### src/rtl/dgcp_pkg.sv
// Package for the dual-grid contour plotter.
// Holds cursor widths, error codes, register indexes and the structs shared
// by the step, drain and top-level modules. Depends on nothing.
`default_nettype none

package dgcp_pkg;

  localparam int CUR_W   = 13;
  localparam int PT_W    = 11;
  localparam int PIX_W   = 12;
  localparam int ADDR_W  = 23;
  localparam int CFG_W   = 11;
  localparam int IDX_W   = 2;
  localparam int SLOTS   = 3;

  typedef enum logic [1:0] {
    ERR_NONE  = 2'd0,
    ERR_RANGE = 2'd1,
    ERR_ADJ   = 2'd2
  } err_t;

  localparam logic [IDX_W-1:0] CFG_ROWS   = 2'd0;
  localparam logic [IDX_W-1:0] CFG_COLS   = 2'd1;
  localparam logic [IDX_W-1:0] CFG_BORDER = 2'd2;

  typedef struct packed {
    logic [CUR_W-1:0] rows;
    logic [CUR_W-1:0] cols;
    logic             border;
  } cfg_t;

  typedef struct packed {
    logic [PT_W-1:0] x;
    logic [PT_W-1:0] y;
    logic            first;
    logic            last;
    logic            closed;
  } item_t;

  typedef struct packed {
    logic [CUR_W-1:0] row;
    logic [CUR_W-1:0] col;
    err_t             err;
  } pix_t;

  typedef struct packed {
    pix_t [SLOTS-1:0] ent;
    logic [1:0]       cnt;
  } set_t;

endpackage

`default_nettype wire

### src/rtl/dgcp_in_if.sv
// Input channel of the dual-grid contour plotter: one curve point per transfer.
// Depends on nothing.
`default_nettype none

interface dgcp_in_if;
  logic        valid;
  logic        ready;
  logic [10:0] point_x;
  logic [10:0] point_y;
  logic        line_start;
  logic        last_point;
  logic        line_closed;

  modport source (output valid, point_x, point_y, line_start, last_point, line_closed,
                  input ready);
  modport sink   (input valid, point_x, point_y, line_start, last_point, line_closed,
                  output ready);
endinterface

`default_nettype wire

### src/rtl/dgcp_out_if.sv
// Result channel of the dual-grid contour plotter: one pixel write or error per transfer.
// Depends on nothing.
`default_nettype none

interface dgcp_out_if;
  logic        valid;
  logic        ready;
  logic [11:0] pixel_row;
  logic [11:0] pixel_col;
  logic [22:0] pixel_address;
  logic [1:0]  error_code;
  logic        last_result;

  modport source (output valid, pixel_row, pixel_col, pixel_address, error_code, last_result,
                  input ready);
  modport sink   (input valid, pixel_row, pixel_col, pixel_address, error_code, last_result,
                  output ready);
endinterface

`default_nettype wire

### src/rtl/dual_grid_contour_plotter.sv
// Dual-grid contour plotter top level: configuration registers, point tracking
// and result drain. Depends on dgcp_pkg, dgcp_in_if, dgcp_out_if, dgcp_step, dgcp_drain.
//
// Usage:
//   in_ch carries one point of a 4-connected level line per transfer, flagged
//   line_start, last_point and line_closed. out_ch carries pixel writes into a
//   raster of about twice the size, or an error result with zero pixel fields.
//   Each point gives zero to three results; last_result marks its final one.
//   cfg_we/cfg_index/cfg_data write grid_rows (0), grid_cols (1) and
//   border_mode (2); sizes above MAX_DIM saturate. Write only while idle.
//   A point passes the input register, the result buffer and the output
//   register. One result per cycle while out_ch is ready; a point holds the
//   result buffer until its last result is taken, and the drain forms every
//   pixel address with a single multiplier as the entry enters the output register.
//   While out_ch is stalled the output register holds its result, one more
//   point set waits in the buffer and one more point in the input register.
//   Reset (rst_n low, synchronous) empties all stages, clears the line state
//   to point (0,0) and sets grid sizes to MAX_DIM and border_mode to 0.
`default_nettype none

module dual_grid_contour_plotter #(
  parameter int MAX_DIM = 1024
) (
  input  wire logic                            clk,
  input  wire logic                            rst_n,
  input  wire logic                            cfg_we,
  input  wire logic [dgcp_pkg::IDX_W-1:0]      cfg_index,
  input  wire logic [dgcp_pkg::CFG_W-1:0]      cfg_data,
  dgcp_in_if.sink                              in_ch,
  dgcp_out_if.source                           out_ch
);

  localparam int DIM_W = $clog2(MAX_DIM + 1);

  logic [DIM_W-1:0] rows_r, cols_r, dim_val;
  logic             border_r;
  dgcp_pkg::cfg_t   cfg;
  dgcp_pkg::set_t   set;
  logic             set_valid, set_ready;

  assign dim_val = (32'(cfg_data) > MAX_DIM) ? DIM_W'(MAX_DIM) : DIM_W'(cfg_data);

  always_ff @(posedge clk) begin
    if (!rst_n) begin
      rows_r   <= DIM_W'(MAX_DIM);
      cols_r   <= DIM_W'(MAX_DIM);
      border_r <= 1'b0;
    end else if (cfg_we) begin
      case (cfg_index)
        dgcp_pkg::CFG_ROWS:   rows_r   <= dim_val;
        dgcp_pkg::CFG_COLS:   cols_r   <= dim_val;
        dgcp_pkg::CFG_BORDER: border_r <= cfg_data[0];
        default: begin
        end
      endcase
    end
  end

  assign cfg = '{rows: dgcp_pkg::CUR_W'(rows_r), cols: dgcp_pkg::CUR_W'(cols_r),
                 border: border_r};

  dgcp_step u_step (
    .clk       (clk),
    .rst_n     (rst_n),
    .cfg       (cfg),
    .in_ch     (in_ch),
    .set       (set),
    .set_valid (set_valid),
    .set_ready (set_ready)
  );

  dgcp_drain u_drain (
    .clk       (clk),
    .rst_n     (rst_n),
    .cfg       (cfg),
    .set       (set),
    .set_valid (set_valid),
    .set_ready (set_ready),
    .out_ch    (out_ch)
  );

endmodule

`default_nettype wire

### src/rtl/dgcp_step.sv
// Input register and line tracking of the contour plotter: turns one point into
// a packed set of up to three pixel or error entries. Depends on dgcp_pkg, dgcp_in_if.
`default_nettype none

module dgcp_step (
  input  wire logic          clk,
  input  wire logic          rst_n,
  input  wire dgcp_pkg::cfg_t cfg,
  dgcp_in_if.sink            in_ch,
  output dgcp_pkg::set_t     set,
  output logic               set_valid,
  input  wire logic          set_ready
);

  localparam int CW = dgcp_pkg::CUR_W;
  localparam int PW = dgcp_pkg::PT_W;

  dgcp_pkg::item_t  s1_r;
  logic             s1_valid_r;
  logic [PW-1:0]    prev_x_r, prev_x_nxt, prev_y_r, prev_y_nxt;
  logic [PW-1:0]    start_x_r, start_x_nxt, start_y_r, start_y_nxt;
  logic [CW-1:0]    cur_row_r, cur_row_nxt, cur_col_r, cur_col_nxt;
  logic             failed_r, failed_nxt;
  logic             fire;

  dgcp_pkg::pix_t [dgcp_pkg::SLOTS-1:0] cand;
  logic [dgcp_pkg::SLOTS-1:0]           keep;

  logic             in_grid;
  logic [PW:0]      dy, dx, cdy, cdx;
  logic [CW-1:0]    sdy, sdx, csdy, csdx;
  logic [CW-1:0]    r0, c0, r1, c1, r2, c2, r3, c3;
  logic [CW-1:0]    bnl, bnc;
  logic             adj, cadj;
  logic [1:0]       n;

  function automatic logic adjacent(input logic [PW:0] d_l, input logic [PW:0] d_c);
    logic l_one, c_one, l_zero, c_zero;
    l_one  = (d_l == (PW+1)'(1)) || (d_l == '1);
    c_one  = (d_c == (PW+1)'(1)) || (d_c == '1);
    l_zero = (d_l == '0);
    c_zero = (d_c == '0);
    return (l_one && c_zero) || (l_zero && c_one);
  endfunction

  function automatic logic skipped(input logic [CW-1:0] r, input logic [CW-1:0] c,
                                   input logic border, input logic [CW-1:0] fl,
                                   input logic [CW-1:0] fc);
    return !border && ((r == '1) || (c == '1) || (r == fl) || (c == fc));
  endfunction

  assign fire        = s1_valid_r && set_ready;
  assign set_valid   = s1_valid_r;
  assign in_ch.ready = !s1_valid_r || set_ready;

  always_ff @(posedge clk) begin
    if (!rst_n) begin
      s1_valid_r <= 1'b0;
    end else if (in_ch.ready) begin
      s1_valid_r <= in_ch.valid;
    end
    if (in_ch.ready && in_ch.valid) begin
      s1_r <= '{x: in_ch.point_x, y: in_ch.point_y, first: in_ch.line_start,
                last: in_ch.last_point, closed: in_ch.line_closed};
    end
  end

  always_ff @(posedge clk) begin
    if (!rst_n) begin
      prev_x_r  <= '0;
      prev_y_r  <= '0;
      start_x_r <= '0;
      start_y_r <= '0;
      cur_row_r <= '0;
      cur_col_r <= '0;
      failed_r  <= 1'b0;
    end else if (fire) begin
      prev_x_r  <= prev_x_nxt;
      prev_y_r  <= prev_y_nxt;
      start_x_r <= start_x_nxt;
      start_y_r <= start_y_nxt;
      cur_row_r <= cur_row_nxt;
      cur_col_r <= cur_col_nxt;
      failed_r  <= failed_nxt;
    end
  end

  always_comb begin
    prev_x_nxt  = prev_x_r;
    prev_y_nxt  = prev_y_r;
    start_x_nxt = start_x_r;
    start_y_nxt = start_y_r;
    cur_row_nxt = cur_row_r;
    cur_col_nxt = cur_col_r;
    failed_nxt  = failed_r;
    cand        = '0;
    keep        = '0;

    bnl     = CW'({cfg.rows, 1'b0}) - CW'(1);
    bnc     = CW'({cfg.cols, 1'b0}) - CW'(1);
    in_grid = (CW'(s1_r.x) <= cfg.cols) && (CW'(s1_r.y) <= cfg.rows);

    if (cfg.border) begin
      r0 = CW'({s1_r.y, 1'b0});
      c0 = CW'({s1_r.x, 1'b0});
    end else begin
      r0 = CW'({s1_r.y, 1'b0}) - CW'(1);
      c0 = CW'({s1_r.x, 1'b0}) - CW'(1);
    end

    dy   = {1'b0, s1_r.y} - {1'b0, prev_y_r};
    dx   = {1'b0, s1_r.x} - {1'b0, prev_x_r};
    sdy  = {dy[PW], dy};
    sdx  = {dx[PW], dx};
    adj  = adjacent(dy, dx);
    r1   = cur_row_r + sdy;
    c1   = cur_col_r + sdx;
    r2   = r1 + sdy;
    c2   = c1 + sdx;
    cdy  = {1'b0, start_y_r} - {1'b0, s1_r.y};
    cdx  = {1'b0, start_x_r} - {1'b0, s1_r.x};
    csdy = {cdy[PW], cdy};
    csdx = {cdx[PW], cdx};
    cadj = adjacent(cdy, cdx);
    r3   = r2 + csdy;
    c3   = c2 + csdx;

    if (s1_r.first) begin
      failed_nxt = 1'b0;
      if (!in_grid) begin
        cand[0]    = '{row: '0, col: '0, err: dgcp_pkg::ERR_RANGE};
        keep[0]    = 1'b1;
        failed_nxt = 1'b1;
      end else begin
        start_x_nxt = s1_r.x;
        start_y_nxt = s1_r.y;
        prev_x_nxt  = s1_r.x;
        prev_y_nxt  = s1_r.y;
        cur_row_nxt = r0;
        cur_col_nxt = c0;
        cand[0]     = '{row: r0, col: c0, err: dgcp_pkg::ERR_NONE};
        keep[0]     = !skipped(r0, c0, cfg.border, bnl, bnc);
        if (s1_r.last && s1_r.closed) begin
          cand[1] = '{row: '0, col: '0, err: dgcp_pkg::ERR_ADJ};
          keep[1] = 1'b1;
        end
        if (s1_r.last) begin
          failed_nxt = 1'b1;
        end
      end
    end else if (!failed_r) begin
      if (!in_grid) begin
        cand[0]    = '{row: '0, col: '0, err: dgcp_pkg::ERR_RANGE};
        keep[0]    = 1'b1;
        failed_nxt = 1'b1;
      end else if (!adj) begin
        cand[0]    = '{row: '0, col: '0, err: dgcp_pkg::ERR_ADJ};
        keep[0]    = 1'b1;
        failed_nxt = 1'b1;
      end else begin
        prev_x_nxt  = s1_r.x;
        prev_y_nxt  = s1_r.y;
        cur_row_nxt = r2;
        cur_col_nxt = c2;
        cand[0]     = '{row: r1, col: c1, err: dgcp_pkg::ERR_NONE};
        keep[0]     = !skipped(r1, c1, cfg.border, bnl, bnc);
        cand[1]     = '{row: r2, col: c2, err: dgcp_pkg::ERR_NONE};
        keep[1]     = !skipped(r2, c2, cfg.border, bnl, bnc);
        if (s1_r.last && s1_r.closed) begin
          if (cadj) begin
            cur_row_nxt = r3;
            cur_col_nxt = c3;
            cand[2]     = '{row: r3, col: c3, err: dgcp_pkg::ERR_NONE};
            keep[2]     = !skipped(r3, c3, cfg.border, bnl, bnc);
          end else begin
            cand[2] = '{row: '0, col: '0, err: dgcp_pkg::ERR_ADJ};
            keep[2] = 1'b1;
          end
        end
        if (s1_r.last) begin
          failed_nxt = 1'b1;
        end
      end
    end
  end

  // Pack the surviving entries to the low slots.
  always_comb begin
    set = '0;
    n   = '0;
    for (int i = 0; i < dgcp_pkg::SLOTS; i++) begin
      if (keep[i]) begin
        set.ent[n] = cand[i];
        n          = n + 2'd1;
      end
    end
    set.cnt = n;
  end

endmodule

`default_nettype wire

### src/rtl/dgcp_drain.sv
// Result buffer and output register of the contour plotter: holds one entry set,
// sends one entry per transfer and forms the raster address. Depends on dgcp_pkg, dgcp_out_if.
`default_nettype none

module dgcp_drain (
  input  wire logic           clk,
  input  wire logic           rst_n,
  input  wire dgcp_pkg::cfg_t cfg,
  input  wire dgcp_pkg::set_t set,
  input  wire logic           set_valid,
  output logic                set_ready,
  dgcp_out_if.source          out_ch
);

  localparam int CW = dgcp_pkg::CUR_W;
  localparam int MW = 2 * CW;

  dgcp_pkg::set_t set_r;
  logic [1:0]     cnt_r, idx_r;
  logic           take, take_last;
  dgcp_pkg::pix_t ent;
  logic [CW-1:0]  width;
  logic [MW-1:0]  addr_full;

  logic                          ov_r;
  logic [dgcp_pkg::PIX_W-1:0]    row_r, col_r;
  logic [dgcp_pkg::ADDR_W-1:0]   addr_r;
  dgcp_pkg::err_t                err_r;
  logic                          last_r;

  assign ent       = set_r.ent[idx_r];
  assign take      = (cnt_r != 2'd0) && (!ov_r || out_ch.ready);
  assign take_last = take && (idx_r == cnt_r - 2'd1);
  assign set_ready = (cnt_r == 2'd0) || take_last;

  assign width     = cfg.border ? CW'({cfg.cols, 1'b0}) + CW'(1)
                                : CW'({cfg.cols, 1'b0}) - CW'(1);
  assign addr_full = MW'(ent.row) * MW'(width) + MW'(ent.col);

  always_ff @(posedge clk) begin
    if (!rst_n) begin
      cnt_r <= '0;
      idx_r <= '0;
    end else if (set_valid && set_ready) begin
      cnt_r <= set.cnt;
      idx_r <= '0;
    end else if (take_last) begin
      cnt_r <= '0;
      idx_r <= '0;
    end else if (take) begin
      idx_r <= idx_r + 2'd1;
    end
    if (set_valid && set_ready) begin
      set_r <= set;
    end
  end

  always_ff @(posedge clk) begin
    if (!rst_n) begin
      ov_r <= 1'b0;
    end else if (take) begin
      ov_r <= 1'b1;
    end else if (out_ch.ready) begin
      ov_r <= 1'b0;
    end
    if (take) begin
      row_r  <= ent.row[dgcp_pkg::PIX_W-1:0];
      col_r  <= ent.col[dgcp_pkg::PIX_W-1:0];
      addr_r <= addr_full[dgcp_pkg::ADDR_W-1:0];
      err_r  <= ent.err;
      last_r <= (idx_r == cnt_r - 2'd1);
    end
  end

  assign out_ch.valid         = ov_r;
  assign out_ch.pixel_row     = row_r;
  assign out_ch.pixel_col     = col_r;
  assign out_ch.pixel_address = addr_r;
  assign out_ch.error_code    = err_r;
  assign out_ch.last_result   = last_r;

  a_idx_in_set: assert property (@(posedge clk) disable iff (!rst_n)
    cnt_r != 2'd0 |-> idx_r < cnt_r)
    else $error("drain index beyond entry count");

  a_error_zero: assert property (@(posedge clk) disable iff (!rst_n)
    ov_r && err_r != dgcp_pkg::ERR_NONE |-> row_r == '0 && col_r == '0 && addr_r == '0)
    else $error("error result carries pixel data");

  a_load_on_drain: assert property (@(posedge clk) disable iff (!rst_n)
    set_ready && cnt_r != 2'd0 |-> take_last)
    else $error("entry set replaced before drained");

  a_count_range: assert property (@(posedge clk) disable iff (!rst_n)
    cnt_r != 2'd3 || idx_r != 2'd3)
    else $error("drain index out of range");

endmodule

`default_nettype wire
### src/flat_wrapper.sv
// flat-port wrapper written by rule: the top's interface ports become plain ports
module dual_grid_contour_plotter_flat 
#(
  parameter int MAX_DIM = 1024
)
  (clk, rst_n, cfg_we, cfg_index, cfg_data, in_ch_valid, in_ch_point_x, in_ch_point_y, in_ch_line_start, in_ch_last_point, in_ch_line_closed, in_ch_ready, out_ch_valid, out_ch_pixel_row, out_ch_pixel_col, out_ch_pixel_address, out_ch_error_code, out_ch_last_result, out_ch_ready);
  dgcp_in_if in_ch_i ();
  dgcp_out_if out_ch_i ();
  input  wire logic clk;
  input  wire logic rst_n;
  input  wire logic cfg_we;
  input  wire logic [dgcp_pkg::IDX_W-1:0] cfg_index;
  input  wire logic [dgcp_pkg::CFG_W-1:0] cfg_data;
  input wire logic [$bits(in_ch_i.valid)-1:0] in_ch_valid;
  input wire logic [$bits(in_ch_i.point_x)-1:0] in_ch_point_x;
  input wire logic [$bits(in_ch_i.point_y)-1:0] in_ch_point_y;
  input wire logic [$bits(in_ch_i.line_start)-1:0] in_ch_line_start;
  input wire logic [$bits(in_ch_i.last_point)-1:0] in_ch_last_point;
  input wire logic [$bits(in_ch_i.line_closed)-1:0] in_ch_line_closed;
  output wire logic [$bits(in_ch_i.ready)-1:0] in_ch_ready;
  output wire logic [$bits(out_ch_i.valid)-1:0] out_ch_valid;
  output wire logic [$bits(out_ch_i.pixel_row)-1:0] out_ch_pixel_row;
  output wire logic [$bits(out_ch_i.pixel_col)-1:0] out_ch_pixel_col;
  output wire logic [$bits(out_ch_i.pixel_address)-1:0] out_ch_pixel_address;
  output wire logic [$bits(out_ch_i.error_code)-1:0] out_ch_error_code;
  output wire logic [$bits(out_ch_i.last_result)-1:0] out_ch_last_result;
  input wire logic [$bits(out_ch_i.ready)-1:0] out_ch_ready;
  assign in_ch_i.valid = in_ch_valid;
  assign in_ch_i.point_x = in_ch_point_x;
  assign in_ch_i.point_y = in_ch_point_y;
  assign in_ch_i.line_start = in_ch_line_start;
  assign in_ch_i.last_point = in_ch_last_point;
  assign in_ch_i.line_closed = in_ch_line_closed;
  assign in_ch_ready = in_ch_i.ready;
  assign out_ch_valid = out_ch_i.valid;
  assign out_ch_pixel_row = out_ch_i.pixel_row;
  assign out_ch_pixel_col = out_ch_i.pixel_col;
  assign out_ch_pixel_address = out_ch_i.pixel_address;
  assign out_ch_error_code = out_ch_i.error_code;
  assign out_ch_last_result = out_ch_i.last_result;
  assign out_ch_i.ready = out_ch_ready;
  dual_grid_contour_plotter #(.MAX_DIM(MAX_DIM)) u_core (.clk(clk), .rst_n(rst_n), .cfg_we(cfg_we), .cfg_index(cfg_index), .cfg_data(cfg_data), .in_ch(in_ch_i), .out_ch(out_ch_i));
endmodule
### config.mk
export PLATFORM = sky130hd
export DESIGN_NAME = dual_grid_contour_plotter_flat
export DESIGN_NICKNAME = d
export VERILOG_FILES = /design/src/rtl/dgcp_pkg.sv /design/src/rtl/dgcp_in_if.sv /design/src/rtl/dgcp_out_if.sv /design/src/rtl/dual_grid_contour_plotter.sv /design/src/rtl/dgcp_step.sv /design/src/rtl/dgcp_drain.sv /design/src/flat_wrapper.sv
export SDC_FILE = /design/constraint.sdc
export NUM_CORES = 1
export LEC_CHECK = 0
export BUFFER_PORTS_ARGS = -buffer_cell sky130_fd_sc_hd__buf_2
export CAP_MARGIN = 30
export CELL_PAD_IN_SITES_DETAIL_PLACEMENT = 2
export CELL_PAD_IN_SITES_GLOBAL_PLACEMENT = 2
export CORE_UTILIZATION = 41
export CTS_CLUSTER_DIAMETER = 30
export DETAILED_ROUTE_END_ITERATION = 8
export PLACE_DENSITY = 0.9
export SETUP_SLACK_MARGIN = 0.05
export SLEW_MARGIN = 10
export SYNTH_ARGS = -nofsm -noshare
export SYNTH_HDL_FRONTEND = slang
export SYNTH_HIERARCHICAL = 1
export SYNTH_SLANG_ARGS = --single-unit
export TNS_END_PERCENT = 10
### constraint.sdc
create_clock -name clk -period 9.5 [get_ports clk]
set_input_delay 2.375 -clock clk [delete_from_list [all_inputs] [get_ports clk]]
set_output_delay 2.375 -clock clk [all_outputs]
set_load 0.01 [all_outputs]
Yosys cells after proc, flatten, opt, wreduce, memory -nomap -nowiden
Index checks and enable logic that the tools add are counted.
- output and inout bits: 52
- flip-flop bits (word level): 259
- word-level logic and storage cells: 227
- input port bits: 43
- muxes and demuxes: 76
- $mul: 1
- magnitude comparators: 8
- reductions and logical operators: 60
- equality and inequality tests: 28
- add/subtract/negate cells: 20
- bitwise logic cells: 1
- operator list (cell ; count):
    two-way mux 28 bit ; 10
    two-way mux 84 bit ; 3
    two-way mux 13 bit ; 17
    bitwise mux 84 bit ; 2
    two-way mux 56 bit ; 3
    two-way mux 11 bit ; 11
    demux 28 bit (select 2 bit) ; 2
    == test 13 bit ; 8
    == test 13 bit (second input constant) ; 8
    adder 13 bit ; 6
    binary-select mux 28 bit (select 2 bit) ; 1
    subtractor 12 x 1 -> 13 bit (second input constant) ; 4
    == test 12 x 1 -> 1 bit (second input constant) ; 4
    == test 12 bit (second input constant) ; 4
    zero test 12 bit ; 4
    subtractor 11 x 11 -> 12 bit ; 4
    adder 23 x 13 -> 23 bit ; 1
    multiplier 13 x 13 -> 23 bit ; 1
    less-or-equal comparator 11 bit ; 2
    logical OR 1 bit ; 21
    two-way mux 2 bit ; 9
    two-way mux 1 bit ; 17
    logical AND 1 bit ; 16
    adder 12 x 1 -> 13 bit (second input constant) ; 1
    18 further kinds ; 35

Logic depth before layout (Yosys ltp)
- word-level depth: 25
- gate-level depth with buffers: 35
- gate-level depth less buffers: 35

By module
Netlist, hierarchy kept.
- by module, submodules not included (module ; cells an instance ; times used ; area an instance (um2) ; seq. area each (um2)):
    dgcp_step ; 2134 ; 1 ; 16333.2 ; 2192.1
    dgcp_drain ; 937 ; 1 ; 10709.0 ; 4124.0
    dual_grid_contour_plotter ; 92 ; 1 ; 934.6 ; 460.4

Worst setup path after synthesis
Ideal clock, no wire load.
- path type: in2reg
- start point: input out_ch_ready
- end point: register u_core.u_drain.cnt_r[0]
- data required time: 9428 ps
- setup time: 72 ps
- path buffers: 0
- arrival time: 7666 ps
- setup slack: 1763 ps
- stages: 6
- path through: nand2b_1 -> nor2b_1 -> a21o_1 -> and2_1 -> a22oi_1 -> nor2b_1
- longest elaborated chain between the ends: 6
- elaborated cells between the ends (all ways): 7
- classes of those cells: 1 x mux; 6 x reduce/logical
- ends and longest elaborated chain (item ; line ; source):
    start, declared ; flat_wrapper.sv:27 ; input wire logic [$bits(out_ch_i.ready)-1:0] out_ch_ready;
    logical OR 1 bit * ; dgcp_drain.sv:32 ; assign take = (cnt_r != 2'd0) && (!ov_r || out_ch.ready);
    logical AND 1 bit * ; dgcp_drain.sv:32 ;
    via u_core.u_drain.take ; dgcp_drain.sv:20 ; logic take, take_last;
    logical AND 1 bit * ; dgcp_drain.sv:33 ; assign take_last = take && (idx_r == cnt_r - 2'd1);
    logical OR 1 bit * ; dgcp_drain.sv:34 ; assign set_ready = (cnt_r == 2'd0) || take_last;
    via u_core.set_ready ; dual_grid_contour_plotter.sv:39 ; logic set_valid, set_ready;
    logical AND 1 bit * ; dgcp_drain.sv:44 ; end else if (set_valid && set_ready) begin
    two-way mux 2 bit / nonzero test 2 bit (equally long branches) ; - ;
    end signal, assigned ; dgcp_drain.sv:45 ; cnt_r <= set.cnt;
    end, declared ; dgcp_drain.sv:19 ; logic [1:0] cnt_r, idx_r;
Mark *: on every way through the listed nets, which the timed path passes. The rest lies on a longest branch.
A chain may end at the register's enable or synchronous reset.

==> results.py <==
metrics = {
    "run_status": {
        "outcome": "finished clean",
    },
    "cells_and_area": {
        "synthToLayoutAreaGrowth_pct": 16.61,
        "layout-drive-gt1-share": 0.1327,
        "fin_area_sq_um": 32630,
        "stdcell_count": 4259,
        "fin_nets": 3727,
    },
    "logic_synthesis": {
        "ys_ff_latch": 259,
        "synth_xor_area_frac": 0.08627,
        "synth-simple-area-share": 0.1970,
        "synthDistinctLibCells": 118,
        "yosys.area.top_type": "edfxtp_1",
        "synthMuxAreaShare": 0.03162,
        "synthArstFlopShare": 0,
        "synth_ff_type": "edfxtp_1",
        "synth_fa_ha_area_frac": 0.2003,
        "yosys_warnings": 6,
        "synth_top_area_frac": 0.1707,
        "synth-edff-count": 159,
        "synth_cells": 3163,
        "syn-cell-area_sq_um": 27980,
        "syn_area_per_cell_sq_um": 8.845,
        "synth_top_family_by_area": "adder cells",
        "synth_compound_area_frac": 0.1781,
        "ys_top_cells_by_area": "edfxtp_1, ha_1, fa_1",
        "ys_seq_area_frac": 0.2422,
    },
    "worst_setup_path": {
        "cp_top_family": "compound AO/OA/AOI/OAI gates",
        "critical_path.startpoint": "u_core/u_step/s1_r[3]",
        "crit_required_ps": 9820,
        "cp_max_fo": 31,
        "cp.arrival_ps": 9760,
        "crit_type": "flop to flop",
        "startpoint_type": "flop",
        "slowest_delay_ps": 750,
        "worst-path-buf-inv": 3,
        "critPathCaptureType": "flop",
        "reg2reg_from": "u_core/u_step/s1_r[3]",
        "worst_path_max_delay_cell": "a2111oi_0",
        "cp_common_cell": "ha_1",
    },
    "hold_path": {
        "hp-class": "flop to flop",
        "min-delay-start": "u_core/u_step/start_y_r[0]",
    },
    "detailed_routing": {
        "ant_nets": 0,
        "drc": 0,
        "drtIter0Drc": 2488,
        "first_pass_iters": 5,
        "post_drt_wl_per_cell_um": 33.95,
        "wl_um": 144600,
        "vias_per_cell": 6.581,
        "via_count": 28030,
    },
    "global_routing": {
        "gr-total-overflow": 0,
        "grt_usage": 0.4113,
        "antenna_found_initial": 5,
        "grt_pass1_wl_um": 212000,
        "grt_max_degree": 73,
        "grt_pass1_vias": 30910,
    },
    "placed_design": {
        "gp_congestion": 0.9564,
        "port_buffers": 94,
        "dp_cells": 4105,
        "hpwl_um": 99930,
        "placed_cell_area_sq_um": 29720,
    },
    "floorplanning": {
        "dieHeight_um": 263.2,
        "dieArea_sq_um": 69280,
        "die_w_um": 263.2,
        "io_pins": 95,
        "num_rows": 95,
        "core_region_area_sq_um": 67400,
        "start_util": 0.4151,
    },
    "sta": {
        "fin_crit_sh": 0.9943,
        "drv_slew": 0,
        "tns_ps": 0,
        "skew_ps": 55.16,
        "worst_pin_slew_ps": 1087,
        "slew_headroom": 0.2756,
        "layout_min_cycle_time_ps": 9446,
        "hold_slack_ps": 473.9,
        "finalHoldViolations": 0,
        "setup_violations": 0,
        "max_freq_ghz": 0.1059,
    },
    "clock_network": {
        "clk_latency_ps": 680,
        "clockBufferDepth": 3,
        "root_buffer": "clkbuf_16",
        "cts_tree": "built",
        "numCtsBuffers": 76,
        "cts_sinks": 259,
        "clkTransAtPathRegs_ps": 50,
        "cts_hold_buf": 0,
        "htree_levels": 3,
    },
    "flow_run": {
        "maxCapViolations": 0,
    },
}
## layout by cell type, fill, tap and decap left out, drive strengths merged, types with 47 or more instances in the layout
cell / n
a21boi: 69
a21oi: 114
and2: 55
buf: 192
clkbuf: 91
dfxtp: 100
edfxtp: 159
fa: 138
ha: 227
inv: 325
mux2i: 76
nand2: 370
nand3: 78
nand4: 47
nor2: 195
nor3: 79
o21ai: 127
xnor2: 120
xor2: 91
## final timing paths
path	endpoint	slack [ps]	cells after the start
hold reg to reg	u_core/u_step/start_y_r[0]	470	2
setup reg to reg	u_core/u_drain/set_r[57]	50	25
setup / recovery	u_core/u_drain/set_r[57]	50	25
hold / removal	u_core/u_step/start_y_r[0]	470	2
## state kept, by name, indices dropped and copies added (netlist names), 2 cells and up
register and flops:
u_core/u_step/prev_y_r 11, u_core/u_drain/out_ch.error_code 2, u_core/u_drain/out_ch.pixel_address 23, u_core/u_drain/out_ch.pixel_row 12, u_core/rows_r 11, u_core/u_step/s1_r 25, u_core/u_drain/cnt_r 2, u_core/cols_r 11
u_core/u_step/prev_x_r 11, u_core/u_step/start_x_r 11, u_core/u_drain/out_ch.pixel_col 12, u_core/u_drain/idx_r 2, u_core/u_step/start_y_r 11, u_core/u_drain/set_r 84, u_core/u_step/cur_row_r 13, u_core/u_step/cur_col_r 13
## per-layer routing
| metal | vias to the layer above | global-route usage | wire, um |
|---|---|---|---|
| li1 | 11580 | - | - |
| met1 | 14220 | 0.4710 | 53750 |
| met2 | 1599 | 0.6800 | 67680 |
| met3 | 621 | 0.09139 | 11210 |
| met4 | 6 | 0.2921 | 11900 |
| met5 | - | 0 | 52 |
## cells by family after synthesis
family,count (synthesis)
buf+inv,445
other cells,2
compound gates,685
mux,87
fa+ha+maj,365
xor+xnor,233
flops,259
simple gates,1087
## timing repair
| action | in CTS | in global routing |
|---|---|---|
| buffers inserted | 0 | 3 |
| endpoints found under the hold margin | 0 | 0 |
| endpoints found under the setup margin | 0 | 77 |
| gates resized for setup | 0 | 15 |
## cells in the mapped netlist, types with 13 or more instances
cell / instances
o21ai_0: 110
dfxtp_1: 100
xor2_1: 89
and3_1: 30
ha_1: 227
a21boi_0: 65
or4_1: 19
nand2_1: 369
nand3b_1: 22
xnor3_1: 14
xnor2_1: 114
nand3_1: 76
o31ai_1: 13
nor3b_1: 17
nand4_1: 47
mux2i_1: 76
o21a_1: 31
buf_2: 31
edfxtp_1: 159
o21ai_1: 16
or2_2: 15
a31oi_1: 31
inv_1: 317
or3_1: 14
nand2b_1: 33
fa_1: 138
and2_1: 52
a21oi_1: 111
clkbuf_1: 73
o22ai_2: 20
nor2b_1: 28
nor2_1: 194
a211oi_1: 30
nor4_1: 32
a21o_1: 40
a221oi_1: 19
nor3_1: 76
o211ai_1: 29
a211o_1: 16
## tightest hold or removal path: cells and delay by family (launching register included)
| kind | cells | cell delay (ps) |
|---|---|---|
| AND/OR/NAND/NOR | 1 | 50 |
| AO/OA/AOI/OAI | 1 | 70 |
| flip-flops | 1 | 310 |
## metrics by stage
step	setup slack [ps]	util
5_1_grt	-75.47	0.4840
2_1_floorplan	1763	-
3_5_place_dp	397.7	0.4410
3_3_place_gp	1035	0.4400
6_report	54.47	0.4841
4_1_cts	84.86	0.4816
## final cells by class
class	count	area [sq um]
Sequential cell	259	6778
Inverter	322	1211
Multi-Input combinational cell	2468	19550
Antenna cell	3	7.507
Timing Repair Buffer	192	1252
Tap cell	873	1092
Clock inverter	51	720.7
Clock buffer	91	2018
Fill cell	7120	34770
Power is not shown: default switching activity piles up to over one toggle a cycle in this logic, so the estimate is an artifact.
